--- src/sv/cubic_bezier_tessellator_defines.svh ---
// Assertion macros for the cubic Bezier tessellator.
`ifndef CUBIC_BEZIER_TESSELLATOR_DEFINES_SVH
`define CUBIC_BEZIER_TESSELLATOR_DEFINES_SVH

// Same-cycle implication, checked out of reset.
`define CBT_ASSERT_IMPL(lbl, clk, rst_n, ante, cons, msg) \
  lbl: assert property (@(posedge clk) disable iff (!rst_n) (ante) |-> (cons)) \
    else $error(msg);

// Next-cycle implication, checked out of reset.
`define CBT_ASSERT_NEXT(lbl, clk, rst_n, ante, cons, msg) \
  lbl: assert property (@(posedge clk) disable iff (!rst_n) (ante) |=> (cons)) \
    else $error(msg);

`endif

--- src/sv/bezt_pkg.sv ---
// Types, widths and helpers shared by the Bezier tessellator modules.
package bezt_pkg;

  localparam int COORD_W  = 24;
  localparam int CF_W     = COORD_W + 6;
  localparam int T_W      = 17;
  localparam int TB_W     = T_W + 1;
  localparam int PROD_W   = CF_W + TB_W;
  localparam int SUM_W    = PROD_W + 2;
  localparam int CNT_W    = 7;
  localparam int DIVD_W   = 18;
  localparam logic [DIVD_W-1:0] DIVIDEND = 18'h20000;
  localparam logic [CNT_W-1:0]  SPP_RESET = 7'd16;

  typedef struct packed {
    logic signed [COORD_W-1:0] x_coord;
    logic signed [COORD_W-1:0] y_coord;
    logic signed [COORD_W-1:0] z_coord;
    logic                      segment_start;
  } in_beat_t;

  typedef struct packed {
    logic signed [COORD_W-1:0] x_out;
    logic signed [COORD_W-1:0] y_out;
    logic signed [COORD_W-1:0] z_out;
    logic                      span_last;
  } out_beat_t;

  typedef enum logic [4:0] {
    S_IDLE = 5'b00001,
    S_COEF = 5'b00010,
    S_DIV  = 5'b00100,
    S_EVAL = 5'b01000,
    S_OUT  = 5'b10000
  } state_t;

  function automatic logic signed [COORD_W-1:0] sat_coord(
    input logic signed [SUM_W-1:0] v
  );
    logic signed [SUM_W-1:0] hi;
    logic signed [SUM_W-1:0] lo;
    hi = {{(SUM_W-COORD_W+1){1'b0}}, {(COORD_W-1){1'b1}}};
    lo = ~hi;
    if (v > hi) begin
      return hi[COORD_W-1:0];
    end else if (v < lo) begin
      return lo[COORD_W-1:0];
    end
    return v[COORD_W-1:0];
  endfunction

endpackage

--- src/sv/bezt_mul.sv ---
// Shared signed multiplier with a registered product.
module bezt_mul (
  input  logic                                 clk,
  input  logic signed [bezt_pkg::CF_W-1:0]     op_a,
  input  logic signed [bezt_pkg::TB_W-1:0]     op_b,
  output logic signed [bezt_pkg::PROD_W-1:0]   prod_r
);

  always_ff @(posedge clk) begin
    prod_r <= op_a * op_b;
  end

endmodule

--- src/sv/bezt_div.sv ---
// Restoring divider: the per-sample t step as quotient and remainder of 2^17 / divisor.
module bezt_div (
  input  logic                        clk,
  input  logic                        rst_n,
  input  logic                        start,
  input  logic [7:0]                  divisor,
  output logic                        done_r,
  output logic [bezt_pkg::T_W-1:0]    quo,
  output logic [7:0]                  rem_r
);

  logic [bezt_pkg::DIVD_W-1:0] quo_r;
  logic [4:0]                  cnt_r;
  logic                        busy_r;
  logic [8:0]                  sh;
  logic                        fits;

  assign sh   = {rem_r, quo_r[bezt_pkg::DIVD_W-1]};
  assign fits = sh >= {1'b0, divisor};
  assign quo  = quo_r[bezt_pkg::T_W-1:0];

  always_ff @(posedge clk) begin
    if (!rst_n) begin
      busy_r <= 1'b0;
      done_r <= 1'b0;
      cnt_r  <= '0;
    end else if (start) begin
      busy_r <= 1'b1;
      done_r <= 1'b0;
      cnt_r  <= 5'(bezt_pkg::DIVD_W);
    end else if (busy_r) begin
      cnt_r <= cnt_r - 5'd1;
      if (cnt_r == 5'd1) begin
        busy_r <= 1'b0;
        done_r <= 1'b1;
      end
    end
  end

  always_ff @(posedge clk) begin
    if (start) begin
      rem_r <= '0;
      quo_r <= bezt_pkg::DIVIDEND;
    end else if (busy_r) begin
      rem_r <= fits ? 8'(sh - {1'b0, divisor}) : sh[7:0];
      quo_r <= {quo_r[bezt_pkg::DIVD_W-2:0], fits};
    end
  end

endmodule

--- src/sv/cubic_bezier_tessellator.sv ---
// Cubic Bezier tessellator: control points in, evenly spaced curve samples out.
//
// Input channel (in_valid/in_stall/in_data) carries one 3-D control point a beat.
// A beat with segment_start opens a segment as its anchor; each further three
// beats complete a span, and the span's end becomes the next anchor. Beats
// without an open segment are dropped. Configuration: cfg_we/cfg_wdata write
// samples_per_span (clamped to 2..MAX_SAMPLES); write only while idle.
// Output channel (out_valid/out_stall/out_data) gives n samples per span,
// span_last set on the final one.
// A point that does not complete a span leaves the input open for the next
// point. A completing point runs coefficient setup alongside the step division,
// and sample evaluation starts once the division is done. Each sample then uses
// the shared multiplier for eleven products (t^2, t^3 and three per axis)
// before it is handed off. in_stall stays high from the completing accept
// until the span's last sample is taken.
// A stalled output sample holds its register and the sequencer waits on it.
// Reset (rst_n, synchronous) closes any open segment and sets n to 16.
`include "cubic_bezier_tessellator_defines.svh"
module cubic_bezier_tessellator #(
  parameter int MAX_SAMPLES = 64
) (
  input  logic                  clk,
  input  logic                  rst_n,
  input  logic                  in_valid,
  output logic                  in_stall,
  input  bezt_pkg::in_beat_t    in_data,
  output logic                  out_valid,
  input  logic                  out_stall,
  output bezt_pkg::out_beat_t   out_data,
  input  logic                  cfg_we,
  input  logic [bezt_pkg::CNT_W-1:0] cfg_wdata
);

  localparam int CW    = bezt_pkg::COORD_W;
  localparam int CF    = bezt_pkg::CF_W;
  localparam int TW    = bezt_pkg::T_W;
  localparam int PW    = bezt_pkg::PROD_W;
  localparam int SW    = bezt_pkg::SUM_W;
  localparam int NW    = bezt_pkg::CNT_W;
  localparam int IDX_W = (MAX_SAMPLES > 2) ? $clog2(MAX_SAMPLES) : 1;

  bezt_pkg::state_t state_r, state_nxt;

  logic [NW-1:0]          spp_r;
  logic [1:0]             psa_r, psa_nxt;
  logic                   anchor_r, anchor_nxt;
  logic [1:0]             ax_r, ax_nxt;
  logic [4:0]             step_r, step_nxt;
  logic [IDX_W-1:0]       i_r, i_nxt;
  logic [TW-1:0]          q_r, q_nxt;
  logic [7:0]             r_r, r_nxt;
  logic                   out_valid_r, out_valid_nxt;

  logic signed [CW-1:0]   pt_r [4][3];
  logic signed [CF-1:0]   ca_r [3];
  logic signed [CF-1:0]   cb_r [3];
  logic signed [CF-1:0]   cc_r [3];
  logic [TW-1:0]          t2_r, t3_r;
  logic signed [SW-1:0]   acc_r, sum_r;
  bezt_pkg::out_beat_t    out_r;

  logic [NW-1:0]          n_eff, den;
  logic [7:0]             d2;
  logic                   in_acc, out_acc, span_done, is_last;
  logic [1:0]             slot;
  logic [2:0]             grp;
  logic [1:0]             ph;
  logic [1:0]             max;
  logic signed [CF-1:0]   op_a;
  logic signed [bezt_pkg::TB_W-1:0] op_b;
  logic signed [PW-1:0]   prod_r;
  logic [TW-1:0]          prod_rnd;
  logic                   div_done;
  logic [TW-1:0]          div_quo;
  logic [7:0]             div_rem;
  logic [8:0]             r_sum;
  logic                   r_over;
  logic signed [CF-1:0]   e0, e1, e2, e3, d10, d21, c_v, b_v, a_v;
  logic signed [SW-1:0]   rnd_sum, fin_v;
  logic signed [CW-1:0]   fin_sat;

  // Sample count, clamped.
  always_comb begin
    if (spp_r < NW'(2)) begin
      n_eff = NW'(2);
    end else if (spp_r > NW'(MAX_SAMPLES)) begin
      n_eff = NW'(MAX_SAMPLES);
    end else begin
      n_eff = spp_r;
    end
  end
  assign den     = n_eff - NW'(1);
  assign d2      = {den, 1'b0};
  assign is_last = NW'(i_r) == den;

  assign in_stall  = state_r != bezt_pkg::S_IDLE;
  assign in_acc    = in_valid && !in_stall;
  assign out_valid = out_valid_r;
  assign out_data  = out_r;
  assign out_acc   = out_valid_r && !out_stall;

  assign slot      = (psa_r == 2'd3) ? 2'd3 : psa_r + 2'd1;
  assign span_done = in_acc && !in_data.segment_start && anchor_r && slot == 2'd3;

  assign grp = step_r[4:2];
  assign ph  = step_r[1:0];
  assign max = 2'(grp - 3'd1);

  // Coefficients for one axis.
  always_comb begin
    e0  = CF'(pt_r[0][ax_r]);
    e1  = CF'(pt_r[1][ax_r]);
    e2  = CF'(pt_r[2][ax_r]);
    e3  = CF'(pt_r[3][ax_r]);
    d10 = e1 - e0;
    d21 = e2 - e1;
    c_v = d10 + (d10 <<< 1);
    b_v = d21 + (d21 <<< 1) - c_v;
    a_v = e3 - e0 - c_v - b_v;
  end

  // Operand select for the shared multiplier.
  always_comb begin
    op_a = '0;
    op_b = '0;
    if (state_r == bezt_pkg::S_EVAL) begin
      if (grp == 3'd0) begin
        case (ph)
          2'd0: begin
            op_a = $signed(CF'(q_r));
            op_b = $signed({1'b0, q_r});
          end
          2'd2: begin
            op_a = $signed(CF'(t2_r));
            op_b = $signed({1'b0, q_r});
          end
          default: begin
            op_a = '0;
            op_b = '0;
          end
        endcase
      end else if (grp <= 3'd3) begin
        case (ph)
          2'd0: begin
            op_a = ca_r[max];
            op_b = $signed({1'b0, t3_r});
          end
          2'd1: begin
            op_a = cb_r[max];
            op_b = $signed({1'b0, t2_r});
          end
          2'd2: begin
            op_a = cc_r[max];
            op_b = $signed({1'b0, q_r});
          end
          default: begin
            op_a = '0;
            op_b = '0;
          end
        endcase
      end
    end
  end

  bezt_mul u_mul (
    .clk    (clk),
    .op_a   (op_a),
    .op_b   (op_b),
    .prod_r (prod_r)
  );

  bezt_div u_div (
    .clk     (clk),
    .rst_n   (rst_n),
    .start   (span_done),
    .divisor (d2),
    .done_r  (div_done),
    .quo     (div_quo),
    .rem_r   (div_rem)
  );

  assign prod_rnd = TW'((prod_r + PW'(32768)) >>> 16);
  assign rnd_sum  = (sum_r + SW'(32768)) >>> 16;
  assign fin_v    = rnd_sum + SW'(pt_r[0][2'(grp - 3'd2)]);
  assign fin_sat  = bezt_pkg::sat_coord(fin_v);

  assign r_sum  = {1'b0, r_r} + {1'b0, div_rem};
  assign r_over = r_sum >= {1'b0, d2};

  // Sequencer.
  always_comb begin
    state_nxt     = state_r;
    psa_nxt       = psa_r;
    anchor_nxt    = anchor_r;
    ax_nxt        = ax_r;
    step_nxt      = step_r;
    i_nxt         = i_r;
    q_nxt         = q_r;
    r_nxt         = r_r;
    out_valid_nxt = out_valid_r;
    case (state_r)
      bezt_pkg::S_IDLE: begin
        if (in_acc) begin
          if (in_data.segment_start) begin
            psa_nxt    = 2'd0;
            anchor_nxt = 1'b1;
          end else if (anchor_r) begin
            psa_nxt = slot;
            if (slot == 2'd3) begin
              psa_nxt   = 2'd0;
              ax_nxt    = 2'd0;
              step_nxt  = '0;
              i_nxt     = '0;
              q_nxt     = '0;
              r_nxt     = {1'b0, den};
              state_nxt = bezt_pkg::S_COEF;
            end
          end
        end
      end
      bezt_pkg::S_COEF: begin
        ax_nxt = ax_r + 2'd1;
        if (ax_r == 2'd2) begin
          state_nxt = bezt_pkg::S_DIV;
        end
      end
      bezt_pkg::S_DIV: begin
        if (div_done) begin
          state_nxt = bezt_pkg::S_EVAL;
        end
      end
      bezt_pkg::S_EVAL: begin
        step_nxt = step_r + 5'd1;
        if (grp == 3'd4) begin
          step_nxt      = '0;
          out_valid_nxt = 1'b1;
          state_nxt     = bezt_pkg::S_OUT;
        end
      end
      bezt_pkg::S_OUT: begin
        if (out_acc) begin
          out_valid_nxt = 1'b0;
          if (out_r.span_last) begin
            state_nxt = bezt_pkg::S_IDLE;
          end else begin
            // Advance t by the divided step, carrying the remainder.
            i_nxt     = i_r + IDX_W'(1);
            q_nxt     = q_r + div_quo + TW'(r_over);
            r_nxt     = r_over ? 8'(r_sum - {1'b0, d2}) : r_sum[7:0];
            state_nxt = bezt_pkg::S_EVAL;
          end
        end
      end
      default: begin
        state_nxt = bezt_pkg::S_IDLE;
      end
    endcase
  end

  always_ff @(posedge clk) begin
    if (!rst_n) begin
      state_r     <= bezt_pkg::S_IDLE;
      spp_r       <= bezt_pkg::SPP_RESET;
      psa_r       <= '0;
      anchor_r    <= 1'b0;
      ax_r        <= '0;
      step_r      <= '0;
      i_r         <= '0;
      q_r         <= '0;
      r_r         <= '0;
      out_valid_r <= 1'b0;
    end else begin
      state_r     <= state_nxt;
      if (cfg_we) begin
        spp_r <= cfg_wdata;
      end
      psa_r       <= psa_nxt;
      anchor_r    <= anchor_nxt;
      ax_r        <= ax_nxt;
      step_r      <= step_nxt;
      i_r         <= i_nxt;
      q_r         <= q_nxt;
      r_r         <= r_nxt;
      out_valid_r <= out_valid_nxt;
    end
  end

  // Datapath registers.
  always_ff @(posedge clk) begin
    if (in_acc) begin
      if (in_data.segment_start) begin
        pt_r[0][0] <= in_data.x_coord;
        pt_r[0][1] <= in_data.y_coord;
        pt_r[0][2] <= in_data.z_coord;
      end else if (anchor_r) begin
        pt_r[slot][0] <= in_data.x_coord;
        pt_r[slot][1] <= in_data.y_coord;
        pt_r[slot][2] <= in_data.z_coord;
      end
    end
    if (state_r == bezt_pkg::S_COEF) begin
      ca_r[ax_r] <= a_v;
      cb_r[ax_r] <= b_v;
      cc_r[ax_r] <= c_v;
    end
    if (state_r == bezt_pkg::S_EVAL) begin
      if (grp == 3'd0 && ph == 2'd1) begin
        t2_r <= prod_rnd;
      end
      if (grp == 3'd0 && ph == 2'd3) begin
        t3_r <= prod_rnd;
      end
      if (grp >= 3'd1 && grp <= 3'd3) begin
        case (ph)
          2'd1:    acc_r <= SW'(prod_r);
          2'd2:    acc_r <= acc_r + SW'(prod_r);
          2'd3:    sum_r <= acc_r + SW'(prod_r);
          default: acc_r <= acc_r;
        endcase
      end
      // Finish the previous axis.
      if (grp >= 3'd2 && ph == 2'd0) begin
        case (grp)
          3'd2:    out_r.x_out <= fin_sat;
          3'd3:    out_r.y_out <= fin_sat;
          3'd4:    out_r.z_out <= fin_sat;
          default: out_r.z_out <= out_r.z_out;
        endcase
      end
      if (grp == 3'd4) begin
        out_r.span_last <= is_last;
      end
    end
    // Span end becomes the next anchor.
    if (state_r == bezt_pkg::S_OUT && out_acc && out_r.span_last) begin
      pt_r[0][0] <= pt_r[3][0];
      pt_r[0][1] <= pt_r[3][1];
      pt_r[0][2] <= pt_r[3][2];
    end
  end

  `CBT_ASSERT_IMPL(a_busy_blocks_input, clk, rst_n, out_valid, in_stall, "input open while a sample is pending")
  `CBT_ASSERT_IMPL(a_eval_after_div, clk, rst_n, state_r == bezt_pkg::S_EVAL, div_done, "sample evaluated before step division finished")
  `CBT_ASSERT_NEXT(a_last_frees_input, clk, rst_n, out_valid && !out_stall && out_data.span_last, !in_stall, "input still stalled after final sample")

endmodule

--- config.mk ---
export PLATFORM = sky130hd
export DESIGN_NAME = cubic_bezier_tessellator
export DESIGN_NICKNAME = d
export VERILOG_FILES = /design/src/sv/bezt_pkg.sv /design/src/sv/bezt_mul.sv /design/src/sv/bezt_div.sv /design/src/sv/cubic_bezier_tessellator.sv
export VERILOG_INCLUDE_DIRS = /design/src /design/src/sv
export SDC_FILE = /design/constraint.sdc
export NUM_CORES = 2
export LEC_CHECK = 0
export CORE_ASPECT_RATIO = 1.75
export CORE_UTILIZATION = 50
export CTS_BUF_LIST = sky130_fd_sc_hd__clkbuf_4 sky130_fd_sc_hd__clkbuf_8
export CTS_CLUSTER_DIAMETER = 150
export DETAILED_ROUTE_END_ITERATION = 12
export DONT_BUFFER_PORTS = 1
export HOLD_SLACK_MARGIN = 0.02
export SLEW_MARGIN = 20
export SYNTH_ARGS = -nofsm -noshare
export SYNTH_HDL_FRONTEND = slang
export SYNTH_HIERARCHICAL = 1
export SYNTH_SLANG_ARGS = --single-unit
export TNS_END_PERCENT = 100
--- constraint.sdc ---
create_clock -name clk -period 26.4 [get_ports clk]
set_clock_uncertainty 0.2 [all_clocks]
set_input_delay 2.64 -clock clk [delete_from_list [all_inputs] [get_ports clk]]
set_output_delay 2.64 -clock clk [all_outputs]
set_load 0.005 [all_outputs]
Word level (Yosys, flattened, before mapping). Memories as Yosys holds them, arrays and structs flattened. Index checks and enable logic that the tools add are counted. Widths: inputs -> output; s select.

Add/subtract/negate cells: 25. Multipliers: 1. Order comparisons: 11. Eq/ne operators: 26. Muxes and demuxes: 106. Bitwise gates (word level): 6. Reduce and logical (&&, ||, !) cells: 42.

Operator list (count): $mux 24 (16); $bmux 24 s2 (5); $mux 17 (8); $pmux 50 s2 (1); $mux 30 (3); $pmux 30 s3 (1); $mux 5 (15); $sub 24x24->25 (3); $mux 72 (1); $reduce_or 72->1 (1); $pmux 17 s2 (2); $mux 8 (8); $add 25x26->27 (2); $pmux 17 s3 (1); $add 50x17->50 const B (1); $add 50x48->50 (1); $mul 30x18->48 (1); $mux 18 (2); $mux 6 (6); $add 34x24->35 (1); $gt 35x24->1 const B (1); $lt 35x24->1 const B (1); $add 33x17->33 const B (1); $sub 28x28->29 (1); 58 further kinds (134).

Flip-flop bits (word level): 342. RAM bits: 558. Output and inout port bits: 75. Memories: 4.

Memory list: pt_r (words 4, bits a word 72, rd ports 4, clocked after memory_dff 0, write ports 1, RTL line cubic_bezier_tessellator.sv:54) `logic signed [CW-1:0] pt_r [4][3];`; ca_r (words 3, bits a word 30, rd ports 1, clocked after memory_dff 0, write ports 1, RTL line cubic_bezier_tessellator.sv:55) `logic signed [CF-1:0] ca_r [3];`; cb_r (words 3, bits a word 30, rd ports 1, clocked after memory_dff 0, write ports 1, RTL line cubic_bezier_tessellator.sv:56) `logic signed [CF-1:0] cb_r [3];`; cc_r (words 3, bits a word 30, rd ports 1, clocked after memory_dff 0, write ports 1, RTL line cubic_bezier_tessellator.sv:57) `logic signed [CF-1:0] cc_r [3];`.

Depth between registers and ports, before layout.
Depth in word-level cells: 10. Gate-level depth with buffers: 49. Mapped depth without buffers: 45.

By module. Netlist, hierarchy kept.

Modules (own cells, without submodules): cubic_bezier_tessellator (times used 1, cells an instance 4056, area an instance 45950.3 um^2, seq. area each 23062.1 um^2); bezt_mul (times used 1, cells an instance 2193, area an instance 19774.0 um^2, seq. area each 960.9 um^2); bezt_div (times used 1, cells an instance 200, area an instance 1795.5 um^2, seq. area each 660.6 um^2).

Worst setup path after synthesis. No wires, ideal clock.

Path kind: register to register. Start: register ax_r[0]. End: memory ca_r[0][28] (netlist name), data pin. Library setup time: 0.259 ns. Data arrival time: 9.458 ns. Setup slack: 16.483 ns. Cell stages (with the launch flop): 41. Period minus slack after synthesis: 9.917 ns. Cell sequence: dfxtp_1 > buf_2 > buf_1 > mux2i_1 > nor2_1 > a21oi_1 > inv_1 > ha_1 > nor2b_1 > o31ai_1 > a2111oi_1 > or4b_4 > and3_4 > o21a_1 > o21ai_0 > a21boi_0 > o21a_1 > nor2_1 > [5 not listed] > o41a_1 > xor2_1 > inv_2 > fa_1 > ha_1 > and3_1 > and3_1 > o31a_1 > o21ai_0 > xor2_1 > fa_1 > fa_1 > xnor2_1 > xnor2_1 > xnor2_1 > or4_1 > nor2_1 > nor3_1.

Cells in the longest elaborated chain, start to end: 8.

RTL lines: start: declaration (RTL line cubic_bezier_tessellator.sv:47) `logic [1:0] ax_r, ax_nxt;`; start signal: assignment (RTL line cubic_bezier_tessellator.sv:279) `ax_r <= ax_nxt;`; $not 2->3 (not written as such) * (RTL line cubic_bezier_tessellator.sv:111, cubic_bezier_tessellator.sv:112); $bmux 24 s2 (on tied branches) (RTL line cubic_bezier_tessellator.sv:112, cubic_bezier_tessellator.sv:111); $mux 24 (on tied branches) (2 in a row) (RTL line cubic_bezier_tessellator.sv:112, cubic_bezier_tessellator.sv:111); $sub 24x24->25 * (RTL line cubic_bezier_tessellator.sv:115) `d10 = e1 - e0;`; $add 25x26->27 * (RTL line cubic_bezier_tessellator.sv:117) `c_v = d10 + (d10 <<< 1);`; named net c_v[24] (RTL line cubic_bezier_tessellator.sv:78) `logic signed [CF-1:0] e0, e1, e2, e3, d10, d21, c_v, b_v, a_v;`; $sub 27x27->28 * (RTL line cubic_bezier_tessellator.sv:118) `b_v = d21 + (d21 <<< 1) - c_v;`; named net b_v[27] (RTL line cubic_bezier_tessellator.sv:78); $sub 28x28->29 * (RTL line cubic_bezier_tessellator.sv:119) `a_v = e3 - e0 - c_v - b_v;`; named net a_v[28] (RTL line cubic_bezier_tessellator.sv:78); end: declaration (RTL line cubic_bezier_tessellator.sv:55).

Mark *: on every way through the listed nets, which the timed path passes. The rest lies on a longest branch. The select of a mux whose other input is x is not followed.

Final worst setup path.
Start: register ax_r[0]. End: memory ca_r[1][26] (netlist name), data pin.

Same word-level chain as after synthesis.

==> impl_metrics.ini <==
[power]
p_sw_w = 0.00323
power_density_nw_per_um2 = 104
p_clk_share_pct = 14.7
ir_worst_vdd_v = 0.000173
swShare_pct = 43.1
p_leak_nw = 29.3
comb_power_share_pct = 56.0
sequentialPowerShare_pct = 29.3
p_int_w = 0.00426

[detailed_routing]
vias = 47000
wire_per_inst_um = 21.3
antenna_left = 0
remaining_drc_errors = 0
first_pass_iters = 9
drt_iter0_drc = 2575
wirelength_mm = 176
vias_per_cell = 5.68

[critical_path]
worstSetupPathType = reg -> reg
arrival_ns = 12.47
cp-start-kind = flip-flop
regToRegStartpoint = ax_r[0]$_SDFFE_PN0P_
critical-path-slowest-cell = o41ai_1
path_delay_family = compound AO/OA/AOI/OAI gates
ff2ff_path_depth = 41
crit_top_cell = ha_1
r2r-end = ca_r[1][26]$_DFFE_PP_
max_stage_delay_ns = 0.85
critPathBufInv = 4
crit_fanout = 50
endpoint_kind = flip-flop
r2r_slack_ns = 14.29
required_ns = 26.76

[die]
die_w_um = 280
num_io_pins = 160
core_area_um2 = 134000
die_h_um = 488
start_util_pct = 50.3
row_count = 178
die_area_um2 = 137000

[synthesis]
netlist.top_cell.by_area = edfxtp_1
synth_top_area_share_pct = 32.6
syn_area_um2 = 67500
yosysWarnings = 6
ys_seq_area_share_pct = 36.6
ys_types = 108
avgSynthCellArea_um2 = 10.5
syn_inst = 6449
yosys_register_bits = 867
postSynth.asyncResetShare_pct = 0
ys.flop_type = edfxtp_1
synth_edf_count = 732
synthTopCellsByArea = edfxtp_1 33%, fa_1 18%, ha_1 7.2%

[min_path]
hold_start = r_r[2]$_SDFFE_PN0P_
worstHoldPathType = reg -> reg
holdPathEnd = r_r[2]$_SDFFE_PN0P_
worstHoldPathCells = 2

[job]
drv_cap = 0

[clock_network]
cts_buffer_depth = 3
htree_levels = 3
cts_setup_buffers = 0
clock-sinks = 867
ctsHoldBuffers = 0
path_clk_slew_ns = 0.07
ctsResizeCount = 0
cts_buffers = 119
clk-insertion-delay-late_ns = 0.89
cts_tree = yes
clock-root-buffer = clkbuf_8

[timing]
fin_crit_ns = 12.11
tightest_slew_ns = 1.20
slew_headroom_pct = 19.3
max_freq_mhz = 82.6
setup_tns_ns = 0
drv_slew = 0
hold_viol = 0
rsz0062_at_grt = false
timing.final.ws_setup_ns = 14.29
finalSetupViolCount = 0
fin_crit_sh_pct = 45.9

[status]
status = finished clean

[place]
hpwl_mm = 135
port_buffers = 0
place.gp.congestion = 0.904
pre_cts_ws_ns = 14.35

[global_route]
overflow = 0
grt_max_degree = 105
grt_pass1_vias = 50100
antenna_found_initial = 3
track_usage_pct = 26.3
grt_pass1_wl_mm = 277

[layout]
syn_to_final_growth_pct = 6.80
drive_above_1_share_pct = 7.76
final_nets = 7453
final_util_pct = 53.7
fillers = 12000
## placed cells by master, fill, tap and decap left out, drive strengths merged, types with 16 or more instances in the layout
master    n
inv     865
edfxtp  732
nand2   617
fa      603
nor2    419
ha      390
a21oi   311
o21ai   250
and2    229
xnor2   219
clkbuf  163
mux2i   162
dfxtp   135
mux2    116
xor2    106
a21o    100
a222oi   94
nand3    94
nor3     77
buf      74
o21a     54
a31oi    54
nand2b   50
nor2b    47
and3     46
clkinv   40
a211oi   39
o21bai   36
a22oi    32
o211ai   26
nand4    24
a22o     17
or3      16
o31a     16
## power by group through the flow
stage / registers [W] / logic, W / clock network [W]
after global placement: 0.00222 / 0.00408 / 0
final: 0.00219 / 0.00420 / 0.00110
after global routing: 0.00220 / 0.00471 / 0.00118
after detailed placement: 0.00222 / 0.00418 / 0
after floorplan: 0.00221 / 0.00306 / 0
after CTS: 0.00219 / 0.00420 / 0.00113
## worst register-to-register path: cells and delay by family, from the launching register on
kind                       cells  cell delay (ns)
AOI/OAI and AO/OA             15             4.63
xor gates and xnor gates       4             1.02
and+or+nand+nor               10             1.55
adders and majority gates      7             2.64
buffers and inverters          4             0.97
DFF                            1             0.51
muxes                          1             0.27
## per-layer routing
layer / up-vias / GRT usage, % / wire length, um
met3: 394 / 2.54 / 5800
met1: 23700 / 28.0 / 63200
met2: 1058 / 51.3 / 98500
met4: 0 / 12.5 / 8710
li1: 21800 / - / -
met5: - / 0 / 0
## worst max path at each step
stage | start | end | slack [ns] | depth (start not counted)
2_1_floorplan | ax_r[0]$_SDFFE_PN0P_ | ca_r[0][28]$_DFFE_PP_ | 16.48 | 40
6_report | ax_r[0]$_SDFFE_PN0P_ | ca_r[1][26]$_DFFE_PP_ | 14.29 | 41
3_5_place_dp | ax_r[0]$_SDFFE_PN0P_ | ca_r[2][26]$_DFFE_PP_ | 14.35 | 41
4_1_cts | ax_r[0]$_SDFFE_PN0P_ | ca_r[1][26]$_DFFE_PP_ | 14.22 | 41
5_1_grt | ax_r[0]$_SDFFE_PN0P_ | ca_r[0][26]$_DFFE_PP_ | 13.48 | 39
3_3_place_gp | ax_r[0]$_SDFFE_PN0P_ | ca_r[0][28]$_DFFE_PP_ | 14.52 | 40
## metrics by stage
stage	hold WS [ns]	power, W	std cells	cell area, um2
floorplan	0.228	0.00528	6457	67500
global placement	0.251	0.00630	8052	69500
detailed placement	0.258	0.00640	8053	69500
CTS	0.270	0.00753	8272	72100
global route	0.293	0.00808	8274	72100
finish	0.271	0.00749	8274	72100
## flip-flops by register name (all words and copies together), names as in the netlist, 7 cells and up
signal and count:
pt_r 288, u_mul/prod_r 48, ca_r 87, sum_r 35
t3_r 17, q_r 17, spp_r 7, cb_r 84
r_r 8, t2_r 17, out_data 73, cc_r 81
u_div/rem_r 8, acc_r 50, u_div/quo_r 18
## cells in the mapped netlist (76+ instances only)
master	instances
and2_1	227
xor2_1	105
a21oi_1	305
clkbuf_1	226
dfxtp_1	135
nor3_1	76
nand3_1	93
ha_1	390
a21o_1	100
fa_1	603
o21ai_0	236
nand2_1	617
inv_1	859
xnor2_1	219
mux2_2	115
mux2i_1	162
edfxtp_1	732
a222oi_1	94
nor2_1	419
## layout make-up
| class | count | area, um2 | share of cell area, % |
|---|---|---|---|
| multi-input cells | 4452 | 38800 | 53.8 |
| flip-flops and latches | 867 | 24700 | 34.2 |
| well taps | 1800 | 2250 | 3.12 |
| inverters | 861 | 3230 | 4.48 |
| clock buffers | 163 | 1990 | 2.76 |
| clock inverters | 56 | 544 | 0.755 |
| repair buffers | 74 | 579 | 0.803 |
| diodes | 1 | 2.50 | 0.00347 |
## logic make-up after synthesis
logic type      after synthesis  synth area share, %
mux                         278                 4.34
simple gates               1697                 11.8
flops                       867                 36.6
compound gates             1148                 11.4
other cells                   1              0.00555
xor+xnor                    326                 4.28
buf+inv                    1138                 6.44
fa+ha+maj                   994                 25.1
(Power assumes the default switching activity.)
